## config.mk

```make
export PLATFORM = sky130hd
export DESIGN_NAME = sync_word_frame_deframer_top
export DESIGN_NICKNAME = d
export VERILOG_FILES = /design/src/rtl/core/swfd_pkg.sv /design/src/rtl/core/swfd_store.sv /design/src/rtl/core/swfd_asm.sv /design/src/rtl/core/swfd_seq.sv /design/src/rtl/core/sync_word_frame_deframer_top.sv
export SDC_FILE = /design/constraint.sdc
export NUM_CORES = 1
export LEC_CHECK = 0
export BUFFER_PORTS_ARGS = -buffer_cell sky130_fd_sc_hd__buf_4
export CORE_AREA = 5 5 199 201
export CTS_BUF_LIST = sky130_fd_sc_hd__clkbuf_8 sky130_fd_sc_hd__clkbuf_16
export CTS_CLUSTER_DIAMETER = 60
export CTS_CLUSTER_SIZE = 16
export DETAILED_ROUTE_END_ITERATION = 10
export DIE_AREA = 0 0 204 206
export SLEW_MARGIN = 30
export SYNTH_ARGS = -nofsm -noshare
export SYNTH_HDL_FRONTEND = slang
export SYNTH_HIERARCHICAL = 1
export SYNTH_SLANG_ARGS = --single-unit
```

## constraint.sdc

```tcl
create_clock -name i_clk -period 2.65 [get_ports i_clk]
set_clock_uncertainty 0.15 [all_clocks]
set_input_delay 0.265 -clock i_clk [delete_from_list [all_inputs] [get_ports i_clk]]
set_output_delay 0.265 -clock i_clk [all_outputs]
set_load 0.05 [all_outputs]
```

## src/rtl/core/swfd_pkg.sv

```systemverilog
`timescale 1ns / 1ps
`default_nettype none
// ----------------------------------------------------------------------------
// swfd_pkg
// Shared types and constants for the sync word frame deframer.
// ----------------------------------------------------------------------------
package swfd_pkg;

    // Default geometry
    localparam int CHANNELS_DEF   = 7;
    localparam int WORD_BYTES_DEF = 4;

    // Fixed field widths
    localparam int BYTE_W  = 8;
    localparam int WORD_W  = 32;
    localparam int INDEX_W = 3;
    localparam int CFG_W   = 1;

    // Register indexes
    localparam logic [CFG_W-1:0] CFG_SYNC_FIRST  = 1'b0;
    localparam logic [CFG_W-1:0] CFG_SYNC_SECOND = 1'b1;

    // Reset values of the header registers
    localparam logic [BYTE_W-1:0] SYNC_FIRST_RST  = 8'h55;
    localparam logic [BYTE_W-1:0] SYNC_SECOND_RST = 8'hAA;

    typedef enum logic [1:0] {
        H_FIRST  = 2'd0,
        H_SECOND = 2'd1,
        H_DATA   = 2'd2
    } t_hunt_state;

    typedef enum logic [1:0] {
        ST_IDLE = 2'd0,
        ST_READ = 2'd1,
        ST_LOAD = 2'd2,
        ST_EMIT = 2'd3
    } t_seq_state;

    // Control of the shared byte shift unit
    typedef struct packed {
        logic clr;
        logic shift;
    } t_asm_ctl;

endpackage : swfd_pkg
`default_nettype wire

```

## src/rtl/core/swfd_store.sv

```systemverilog
`timescale 1ns / 1ps
`default_nettype none
// ----------------------------------------------------------------------------
// swfd_store
// Payload byte memory: one write port, one registered read port.
// ----------------------------------------------------------------------------
module swfd_store #(
    parameter int   DEPTH  = swfd_pkg::CHANNELS_DEF * swfd_pkg::WORD_BYTES_DEF,
    localparam int  ADDR_W = (DEPTH > 1) ? $clog2(DEPTH) : 1
) (
    input  wire logic                        i_clk,
    input  wire logic                        i_wr_en,
    input  wire logic [ADDR_W-1:0]           i_wr_addr,
    input  wire logic [swfd_pkg::BYTE_W-1:0] i_wr_data,
    input  wire logic                        i_rd_en,
    input  wire logic [ADDR_W-1:0]           i_rd_addr,
    output logic      [swfd_pkg::BYTE_W-1:0] o_rd_data
);

    logic [swfd_pkg::BYTE_W-1:0] r_mem [DEPTH];
    logic [swfd_pkg::BYTE_W-1:0] r_rd_data;

    always_ff @(posedge i_clk) begin
        if (i_wr_en) begin
            r_mem[i_wr_addr] <= i_wr_data;
        end
    end

    always_ff @(posedge i_clk) begin
        if (i_rd_en) begin
            r_rd_data <= r_mem[i_rd_addr];
        end
    end

    assign o_rd_data = r_rd_data;

endmodule : swfd_store
`default_nettype wire

```

## src/rtl/core/swfd_asm.sv

```systemverilog
`timescale 1ns / 1ps
`default_nettype none
// ----------------------------------------------------------------------------
// swfd_asm
// Shared byte shift unit: builds a channel word one byte per step.
// ----------------------------------------------------------------------------
module swfd_asm (
    input  wire logic                        i_clk,
    input  wire swfd_pkg::t_asm_ctl          i_ctl,
    input  wire logic [swfd_pkg::BYTE_W-1:0] i_byte,
    output logic      [swfd_pkg::WORD_W-1:0] o_word
);

    logic [swfd_pkg::WORD_W-1:0] r_word;

    // Bytes arrive highest first, so the first payload byte ends up least
    // significant and unused upper bytes stay zero.
    always_ff @(posedge i_clk) begin
        if (i_ctl.clr) begin
            r_word <= '0;
        end else if (i_ctl.shift) begin
            r_word <= {r_word[swfd_pkg::WORD_W-swfd_pkg::BYTE_W-1:0], i_byte};
        end
    end

    assign o_word = r_word;

endmodule : swfd_asm
`default_nettype wire

```

## src/rtl/core/swfd_seq.sv

```systemverilog
`timescale 1ns / 1ps
`default_nettype none
// ----------------------------------------------------------------------------
// swfd_seq
// Header hunt, payload capture and per-channel read-out sequencer.
// ----------------------------------------------------------------------------
module swfd_seq #(
    parameter int  CHANNELS    = swfd_pkg::CHANNELS_DEF,
    parameter int  WORD_BYTES  = swfd_pkg::WORD_BYTES_DEF,
    localparam int FRAME_BYTES = CHANNELS * WORD_BYTES,
    localparam int ADDR_W      = (FRAME_BYTES > 1) ? $clog2(FRAME_BYTES) : 1,
    localparam int CH_W        = (CHANNELS > 1) ? $clog2(CHANNELS) : 1
) (
    input  wire logic                        i_clk,
    input  wire logic                        i_rst_n,
    input  wire logic                        i_cfg_wr_en,
    input  wire logic [swfd_pkg::CFG_W-1:0]  i_cfg_index,
    input  wire logic [swfd_pkg::BYTE_W-1:0] i_cfg_data,
    input  wire logic                        i_in_valid,
    input  wire logic [swfd_pkg::BYTE_W-1:0] i_rx_byte,
    output logic                             o_in_stall,
    output logic                             o_out_valid,
    input  wire logic                        i_out_stall,
    output logic                             o_wr_en,
    output logic      [ADDR_W-1:0]           o_wr_addr,
    output logic                             o_rd_en,
    output logic      [ADDR_W-1:0]           o_rd_addr,
    output swfd_pkg::t_asm_ctl               o_asm_ctl,
    output logic      [CH_W-1:0]             o_channel,
    output logic                             o_last
);

    localparam int USED_BYTES = (WORD_BYTES < 4) ? WORD_BYTES : 4;
    localparam int POS_W      = (USED_BYTES > 1) ? $clog2(USED_BYTES) : 1;

    swfd_pkg::t_seq_state  r_state, n_state;
    swfd_pkg::t_hunt_state r_hunt, n_hunt;

    logic [swfd_pkg::BYTE_W-1:0] r_sync_first;
    logic [swfd_pkg::BYTE_W-1:0] r_sync_second;

    logic [ADDR_W-1:0] r_count, n_count;
    logic [ADDR_W-1:0] r_base,  n_base;
    logic [ADDR_W-1:0] r_addr,  n_addr;
    logic [POS_W-1:0]  r_pos,   n_pos;
    logic [CH_W-1:0]   r_ch,    n_ch;

    logic in_acc;
    logic out_acc;
    logic frame_done;
    logic ch_last;

    assign in_acc     = i_in_valid && (r_state == swfd_pkg::ST_IDLE);
    assign out_acc    = (r_state == swfd_pkg::ST_EMIT) && !i_out_stall;
    assign frame_done = in_acc && (r_hunt == swfd_pkg::H_DATA)
                        && (r_count == ADDR_W'(FRAME_BYTES - 1));
    assign ch_last    = (r_ch == CH_W'(CHANNELS - 1));

    // header registers
    always_ff @(posedge i_clk) begin
        if (!i_rst_n) begin
            r_sync_first  <= swfd_pkg::SYNC_FIRST_RST;
            r_sync_second <= swfd_pkg::SYNC_SECOND_RST;
        end else if (i_cfg_wr_en) begin
            case (i_cfg_index)
                swfd_pkg::CFG_SYNC_FIRST:  r_sync_first  <= i_cfg_data;
                swfd_pkg::CFG_SYNC_SECOND: r_sync_second <= i_cfg_data;
                default: ;
            endcase
        end
    end

    // next state
    always_comb begin
        n_state = r_state;
        case (r_state)
            swfd_pkg::ST_IDLE: if (frame_done) n_state = swfd_pkg::ST_READ;
            swfd_pkg::ST_READ: n_state = swfd_pkg::ST_LOAD;
            swfd_pkg::ST_LOAD: begin
                n_state = (r_pos == '0) ? swfd_pkg::ST_EMIT : swfd_pkg::ST_READ;
            end
            swfd_pkg::ST_EMIT: begin
                if (out_acc) begin
                    n_state = ch_last ? swfd_pkg::ST_IDLE : swfd_pkg::ST_READ;
                end
            end
            default: n_state = swfd_pkg::ST_IDLE;
        endcase
    end

    // hunt and counters
    always_comb begin
        n_hunt  = r_hunt;
        n_count = r_count;
        n_base  = r_base;
        n_addr  = r_addr;
        n_pos   = r_pos;
        n_ch    = r_ch;
        if (in_acc) begin
            case (r_hunt)
                swfd_pkg::H_SECOND: begin
                    if (i_rx_byte == r_sync_second) begin
                        n_hunt  = swfd_pkg::H_DATA;
                        n_count = '0;
                    end else if (i_rx_byte == r_sync_first) begin
                        n_hunt = swfd_pkg::H_SECOND;
                    end else begin
                        n_hunt = swfd_pkg::H_FIRST;
                    end
                end
                swfd_pkg::H_DATA: begin
                    if (frame_done) begin
                        n_hunt  = swfd_pkg::H_FIRST;
                        n_count = '0;
                        n_ch    = '0;
                        n_base  = '0;
                        n_addr  = ADDR_W'(USED_BYTES - 1);
                        n_pos   = POS_W'(USED_BYTES - 1);
                    end else begin
                        n_count = r_count + 1'b1;
                    end
                end
                default: begin
                    n_hunt = (i_rx_byte == r_sync_first) ? swfd_pkg::H_SECOND
                                                         : swfd_pkg::H_FIRST;
                end
            endcase
        end
        if ((r_state == swfd_pkg::ST_LOAD) && (r_pos != '0)) begin
            n_pos  = r_pos - 1'b1;
            n_addr = r_addr - 1'b1;
        end
        if (out_acc && !ch_last) begin
            n_ch   = r_ch + 1'b1;
            n_base = r_base + ADDR_W'(WORD_BYTES);
            n_addr = r_base + ADDR_W'(WORD_BYTES) + ADDR_W'(USED_BYTES - 1);
            n_pos  = POS_W'(USED_BYTES - 1);
        end
    end

    always_ff @(posedge i_clk) begin
        if (!i_rst_n) begin
            r_state <= swfd_pkg::ST_IDLE;
            r_hunt  <= swfd_pkg::H_FIRST;
            r_count <= '0;
            r_base  <= '0;
            r_addr  <= '0;
            r_pos   <= '0;
            r_ch    <= '0;
        end else begin
            r_state <= n_state;
            r_hunt  <= n_hunt;
            r_count <= n_count;
            r_base  <= n_base;
            r_addr  <= n_addr;
            r_pos   <= n_pos;
            r_ch    <= n_ch;
        end
    end

    // outputs
    always_comb begin
        o_in_stall      = (r_state != swfd_pkg::ST_IDLE);
        o_out_valid     = (r_state == swfd_pkg::ST_EMIT);
        o_wr_en         = in_acc && (r_hunt == swfd_pkg::H_DATA);
        o_wr_addr       = r_count;
        o_rd_en         = (r_state == swfd_pkg::ST_READ);
        o_rd_addr       = r_addr;
        o_asm_ctl.clr   = (r_state == swfd_pkg::ST_IDLE) || out_acc;
        o_asm_ctl.shift = (r_state == swfd_pkg::ST_LOAD);
        o_channel       = r_ch;
        o_last          = ch_last;
    end

endmodule : swfd_seq
`default_nettype wire

```

## src/rtl/core/sync_word_frame_deframer_top.sv

```systemverilog
`timescale 1ns / 1ps
`default_nettype none
// ----------------------------------------------------------------------------
// sync_word_frame_deframer_top
// Two-byte sync header deframer: hunts for the header, stores one frame of
// payload bytes and reads it back out as one word per channel.
// ----------------------------------------------------------------------------
//
//  Channel  Direction  Handshake               Payload
//  -------  ---------  ----------------------  ---------------------------------
//  in       sink       i_in_valid / o_in_stall  i_rx_byte
//  out      source     o_out_valid / i_out_stall
//                                               o_channel_index, o_channel_word,
//                                               o_frame_last
//  cfg      sink       i_cfg_wr_en             i_cfg_index, i_cfg_data
//
//  A header or non-final payload byte does not stall the input; the block is
//  ready again in the next cycle.
//  After the final payload byte the input stalls while the frame is read out:
//  per channel, each of its min(WORD_BYTES, 4) bytes is fetched through the
//  single memory read port and shifted into the shift unit, then the request
//  is held until taken.
//  Reset is synchronous, active low; the payload memory is not cleared.
//  A stalled output request holds its payload until taken.
// ----------------------------------------------------------------------------
module sync_word_frame_deframer_top #(
    parameter int CHANNELS   = swfd_pkg::CHANNELS_DEF,
    parameter int WORD_BYTES = swfd_pkg::WORD_BYTES_DEF
) (
    input  wire logic                         i_clk,
    input  wire logic                         i_rst_n,
    // configuration
    input  wire logic                         i_cfg_wr_en,
    input  wire logic [swfd_pkg::CFG_W-1:0]   i_cfg_index,
    input  wire logic [swfd_pkg::BYTE_W-1:0]  i_cfg_data,
    // byte input
    input  wire logic                         i_in_valid,
    output logic                              o_in_stall,
    input  wire logic [swfd_pkg::BYTE_W-1:0]  i_rx_byte,
    // word output
    output logic                              o_out_valid,
    input  wire logic                         i_out_stall,
    output logic      [swfd_pkg::INDEX_W-1:0] o_channel_index,
    output logic      [swfd_pkg::WORD_W-1:0]  o_channel_word,
    output logic                              o_frame_last
);

    localparam int FRAME_BYTES = CHANNELS * WORD_BYTES;
    localparam int ADDR_W      = (FRAME_BYTES > 1) ? $clog2(FRAME_BYTES) : 1;
    localparam int CH_W        = (CHANNELS > 1) ? $clog2(CHANNELS) : 1;

    logic                        wr_en;
    logic [ADDR_W-1:0]           wr_addr;
    logic                        rd_en;
    logic [ADDR_W-1:0]           rd_addr;
    logic [swfd_pkg::BYTE_W-1:0] rd_data;
    swfd_pkg::t_asm_ctl          asm_ctl;
    logic [CH_W-1:0]             channel;
    logic [CH_W+swfd_pkg::INDEX_W-1:0] channel_ext;

    // sequencer: header hunt, capture counter, read-out control
    swfd_seq #(
        .CHANNELS   (CHANNELS),
        .WORD_BYTES (WORD_BYTES)
    ) u_seq (
        .i_clk       (i_clk),
        .i_rst_n     (i_rst_n),
        .i_cfg_wr_en (i_cfg_wr_en),
        .i_cfg_index (i_cfg_index),
        .i_cfg_data  (i_cfg_data),
        .i_in_valid  (i_in_valid),
        .i_rx_byte   (i_rx_byte),
        .o_in_stall  (o_in_stall),
        .o_out_valid (o_out_valid),
        .i_out_stall (i_out_stall),
        .o_wr_en     (wr_en),
        .o_wr_addr   (wr_addr),
        .o_rd_en     (rd_en),
        .o_rd_addr   (rd_addr),
        .o_asm_ctl   (asm_ctl),
        .o_channel   (channel),
        .o_last      (o_frame_last)
    );

    // frame payload, written in arrival order
    swfd_store #(
        .DEPTH (FRAME_BYTES)
    ) u_store (
        .i_clk     (i_clk),
        .i_wr_en   (wr_en),
        .i_wr_addr (wr_addr),
        .i_wr_data (i_rx_byte),
        .i_rd_en   (rd_en),
        .i_rd_addr (rd_addr),
        .o_rd_data (rd_data)
    );

    // word builder, one byte per load step
    swfd_asm u_asm (
        .i_clk  (i_clk),
        .i_ctl  (asm_ctl),
        .i_byte (rd_data),
        .o_word (o_channel_word)
    );

    // channel index is the low three bits of the channel counter
    assign channel_ext     = {{swfd_pkg::INDEX_W{1'b0}}, channel};
    assign o_channel_index = channel_ext[swfd_pkg::INDEX_W-1:0];

endmodule : sync_word_frame_deframer_top
`default_nettype wire

```

# Yosys cells after proc, flatten, opt, wreduce, memory -nomap -nowiden
# Memories as Yosys holds them, arrays and structs flattened. A register that Yosys moved wholly into a read port is not among the register bits.
# Cells that the tools add are included.
[word_totals]
ff_bits = 72
ramBits = 224
input_bits = 22
output_inout_bits = 38
word_cells = 90
mem_count = 1
[mem_list]
columns = ["memory", "depth", "word_bits", "rd", "rd_clocked_by_memory_dff", "wr", "line_no", "text"]
rows = [
  ["u_store.r_mem", 28, 8, 1, 1, 1, "swfd_store.sv:20", "logic [swfd_pkg::BYTE_W-1:0] r_mem [DEPTH];"],
]
[classes]
n_addsub = 6
n_eq_ne = 13
muxes = 32
n_bitwise = 1
n_reduce_logical = 27
[ops]
columns = ["op", "n"]
rows = [
  ["$mux 5", 11],
  ["$mux 2", 10],
  ["$eq 8x8->1", 2],
  ["$mux 3", 4],
  ["$reduce_bool 2->1", 6],
  ["$pmux 5 s2", 1],
  ["$reduce_and 3->1", 3],
  ["$reduce_bool 3->1", 3],
  ["$ne 2x1->1 const B", 4],
  ["$pmux 2 s4", 1],
  ["$reduce_and 2->1", 4],
  ["$eq 2x2->1 const B", 3],
  ["$logic_and 1x1->1", 6],
  ["$add 5x1->5 const B", 1],
  ["$add 5x2->5 const B", 1],
  ["$add 5x3->5 const B", 1],
  ["$eq 5x5->1 const B", 1],
  ["$sub 5x1->5 const B", 1],
  ["$eq 2x1->1 const B", 2],
  ["$logic_not 2->1", 2],
  ["$mux 1", 4],
  ["$pmux 2 s2", 1],
  ["$add 3x1->3 const B", 1],
  ["$eq 3x3->1 const B", 1],
  ["other kinds (4)", 5],
]

# Depth between registers and ports, before layout
[depth]
word_depth = 9
depth_mapped = 8
ltp_nobuf = 8

# Modules after synthesis
# The synthesis kept the hierarchy.
[by_module_without_submodules]
columns = ["mod", "n_inst", "cells_each", "area_per_inst_um2", "seq_area_each_um2"]
rows = [
  ["swfd_store", 1, 476, 9132.5, 6966.7],
  ["swfd_seq", 1, 246, 1985.7, 760.7],
  ["swfd_asm", 1, 103, 1163.6, 640.6],
]

# Least setup slack after synthesis
# No wires, ideal clock.
[synth_timing]
kind = "register to register"
startpoint = "register u_seq.r_ch[1] (netlist: u_seq/o_channel[1])"
endpoint = "register u_seq.r_addr[4] (netlist: u_seq/o_rd_addr[4])"
setup_ns = 0.119
t_arrival_ns = 2.118
required_time_ns = 2.381
slack_ns = 0.263
path_stages_with_launch = 8
path_buffers = 0
synth_period_minus_slack_ns = 2.387
cell_sequence = "dfxtp_1 -> ha_1 -> nand2_1 -> inv_1 -> o22ai_1 -> nor2_1 -> a21oi_1 -> o221a_2"
[synth_between]
elab_chain_cells = 5
elab_cells_between_ends = 8
classes_between = "eq/ne (1); mux (1); reduce/logical (6)"
[synth_lines]
columns = ["element", "line_no", "text"]
rows = [
  ["from (decl)", "swfd_seq.sv:46", "logic [CH_W-1:0] r_ch, n_ch;"],
  ["from (signal assigned)", "swfd_seq.sv:157", "r_ch <= n_ch;"],
  ["$eq 3x3->1 (*)", "swfd_seq.sv:57", "assign ch_last = (r_ch == CH_W'(CHANNELS - 1));"],
  ["net o_frame_last", "sync_word_frame_deframer_top.sv:45", "output logic o_frame_last"],
  ["$logic_not 1->1 (*)", "swfd_seq.sv:133", "if (out_acc && !ch_last) begin"],
  ["$logic_and 1x1->1 (*)", "swfd_seq.sv:133", ""],
  ["$reduce_bool 3->1 (no source line)", "-", ""],
  ["$reduce_and 3->1 (no source line)", "-", ""],
  ["to (signal assigned)", "swfd_seq.sv:155", "r_addr <= n_addr;"],
  ["to (decl)", "swfd_seq.sv:44", "logic [ADDR_W-1:0] r_addr, n_addr;"],
]
# Mark *: on every way through the listed nets, which the timed path passes. The rest lies on a longest branch.
# A chain may end at the register's enable or synchronous reset.

# Final worst setup path
[layout_timing]
startpoint = "input port i_cfg_index"
endpoint = "register u_seq/r_sync_first[6] in the netlist's numbering"
[layout_between]
elab_chain_cells = 2
[layout_lines]
columns = ["element", "line_no", "text"]
rows = [
  ["from (decl)", "sync_word_frame_deframer_top.sv:34", "input wire logic [swfd_pkg::CFG_W-1:0] i_cfg_index,"],
  ["$not 1->1 (no source line)", "-", ""],
  ["$reduce_and 2->1 (no source line)", "-", ""],
  ["to (signal assigned)", "swfd_seq.sv:62", "r_sync_first <= swfd_pkg::SYNC_FIRST_RST;"],
  ["to (signal assigned)", "swfd_seq.sv:66", "swfd_pkg::CFG_SYNC_FIRST: r_sync_first <= i_cfg_data;"],
  ["to (decl)", "swfd_seq.sv:39", "logic [swfd_pkg::BYTE_W-1:0] r_sync_first;"],
]
# Every way passes these cells.

==> run summary <==
Hold Vio Cnt, Final -> 0
Worst-path fanout max -> 8
RSZ-0062 raised after global routing -> false
IO Port Bufs -> 59
DP HPWL -> 19,100 um
Mapped Cells -> 825
Crit path arrival time -> 2.79 ns
Drt drc -> 0
# nets final -> 985
Max H-tree Level -> 1
DRT iter0 DRCs -> 518
Max Freq -> 0.406 GHz
Relative slew slack -> 0.553
Area leader, netlist -> edfxtp_1
Vias in the first global route -> 7,008
Peak supply drop -> 349 uV
Cts bufs inserted -> 26
Count of final setup violators -> 0
Final Slew Violations -> 0
Via density -> 4.84
Inserted Diodes -> 0
First-pass GRT wire length -> 43,000 um
Remaining antenna violation count -> 0
Syn Nets -> 856
PwrDens -> 636 mW/mm2
Ratio of cells with drive above 1 in the final layout -> 0.187
Synth Area in Compound Gates -> 0.0513
Die area -> 0.0420 mm2
Yosys cell types -> 56
Clock Path Buffers -> 3
Min-Delay Path Class -> in2reg
Vias -> 7,187
Post-CTS resize count -> 0
Number of synthesized flops with an enable pin -> 232
Die width -> 204 um
CP Data Required Time -> 2.98 ns
YS warnings -> 6
Top_reg_cell synth -> edfxtp_1
Drt pass-1 iters -> 5
Critical Path Start Type -> input port
Tot GR Track Use -> 0.133
Max_cap viols -> 0
Pleak -> 4.82 nW
Worst hold margin -> 0.0304 ns
Top post-synthesis cells by area -> edfxtp_1 (57%), dfxtp_1 (11%), mux2i_1 (8.2%)
Initial core utilization -> 0.328
Initial antenna violation count -> 0
Synth async-reset ratio -> 0
Count leader, synth -> edfxtp_1
Mux contribution to synthesized area -> 0.128
Reg clk slew, reported paths -> 0.07 ns
# IOs -> 60
Status -> finished, final reports clean
Area delta synth->final -> 19.0%
Largest net degree at the start of global routing -> 41
Seq cells post-synth -> 302
CP Class -> in2reg
Clock root cell -> clkbuf_16
Synth Area per Inst -> 14.9 um2
Period utilisation layout -> 0.930
Sum Neg Setup Slack -> 0 ns
WL/cell -> 19.3 um
Routability cong. -> 0.838
Top post-synthesis cells by count -> edfxtp_1 (232), mux2i_1 (101), nor2_1 (79)
Adder-Cell Fraction of Synth Area -> 0.00917
Row count -> 71
Die height -> 206 um
Routed wire length -> 28,700 um
Slew at the pin closest to its max-slew limit -> 0.668 ns
Synth top area share -> 0.567
Register area share after synthesis -> 0.681
CTS tree -> built
Crit end category -> register
Combinational family with the most area after synthesis -> multiplexers
GRT overflow -> 0
Simple-gate share of the synthesized area -> 0.0871
Clock Latency Late Sink -> 0.53 ns
CTS Sinks -> 302
Synth Cell Area -> 0.0123 mm2
Core area -> 0.0374 mm2
Min Tclk post-route -> 2.46 ns
Synth Area in XOR/XNOR -> 0.0135
-- timing repair --
| item | in CTS | in global routing |
|---|---|---|
| endpoints found under the hold margin | 18 | 0 |
| setup endpoints to repair | 0 | 0 |
| hold buffers | 20 | 0 |
| setup buffers | 0 | 0 |
-- worst max-delay path: stages --
cell           delay [ns]
dlygate4sd3_1        0.54
buf_4                0.14
nor2b_1              0.48
nand2_1              0.13
dlygate4sd3_1        0.60
nand3_1              0.09
dlygate4sd3_1        0.55
-- where the power goes --
part           switching [W]  total, W  internal, W
logic               0.000229  0.000358     0.000128
clock network        0.00173   0.00381      0.00208
registers          0.0000228   0.00513      0.00511
-- path summary, 6_finish.rpt --
path	from	end	slack (ns)	cells after the start
max	i_cfg_index	u_seq/r_sync_first[6]$_SDFFE_PN1P_	0.19	7
max reg2reg	u_seq/r_hunt[0]$_SDFFE_PN0P_	u_store/r_mem[7][6]$_DFFE_PP_	0.23	7
min reg2reg	u_seq/r_hunt[1]$_SDFFE_PN0P_	u_seq/r_hunt[1]$_SDFFE_PN0P_	0.33	2
min	i_rst_n	u_seq/o_rd_addr[1]$_SDFFE_PN0P_	0.03	2
-- per-stage QoR --
| step | power [W] | cell area, um2 | std cells | util | setup WS, ns |
|---|---|---|---|---|---|
| after floorplan | 0.00542 | 12300 | 825 | - | 0.263 |
| after global placement | 0.00557 | 13600 | 1417 | 0.362 | 0.323 |
| after detailed placement | 0.00558 | 13600 | 1417 | 0.362 | 0.258 |
| after CTS | 0.00940 | 14600 | 1485 | 0.391 | 0.251 |
| after global routing | 0.00962 | 14600 | 1485 | 0.391 | 0.0865 |
| final | 0.00930 | 14600 | 1485 | 0.391 | 0.185 |
-- registers in the layout, summed over array words and instances (netlist names) --
signal / cells
u_asm/o_word: 32
u_seq/o_channel: 3
u_seq/o_rd_addr: 5
u_seq/o_wr_addr: 5
u_seq/r_base: 3
u_seq/r_hunt: 2
u_seq/r_pos: 2
u_seq/r_state: 2
u_seq/r_sync_first: 8
u_seq/r_sync_second: 8
u_store/o_rd_data: 8
u_store/r_mem: 224
-- cells by family (layout without fill, tap and decap cells) --
group | Yosys count | in the layout
mux | 124 | 124
simple gates | 229 | 229
fa+ha+maj | 9 | 9
flops | 302 | 302
xor+xnor | 19 | 19
compound gates | 88 | 88
buf+inv | 54 | 203
-- routing by layer --
metal  wire [um]  track usage  part of all wire  up-vias
li1            -            -                 -     3378
met1       12700        0.179              0.44     3588
met2       13700        0.224              0.48      189
met3        1570       0.0249             0.055       32
met4         639       0.0342             0.022        0
met5           0            0                 0        -
-- placed cells by master, fill, tap and decap left out, drive strengths merged, types with 4 or more instances in the layout --
cell / count
a31oi: 4
nor3: 4
a21o: 5
nor2: 79
nand4: 6
mux4: 23
nand3: 33
xor2: 17
and2: 4
nand3b: 7
nor2b: 10
o21ai: 8
inv: 31
mux2i: 101
a22oi: 25
or3b: 5
edfxtp: 232
ha: 9
o22ai: 6
dfxtp: 70
a21oi: 12
buf: 120
clkbuf: 31
nand2: 67
a21boi: 13
dlygate4sd3: 20
-- final cells by class --
class	count	area (um2)
fillers	3465	22800
flip-flops and latches	302	8370
multi-input cells	469	3560
repair buffers	140	1130
clock buffers	31	764
well taps	511	639
clock inverters	17	104
inverters	15	56.3
No activity file was read; power rests on OpenSTA's default activity.
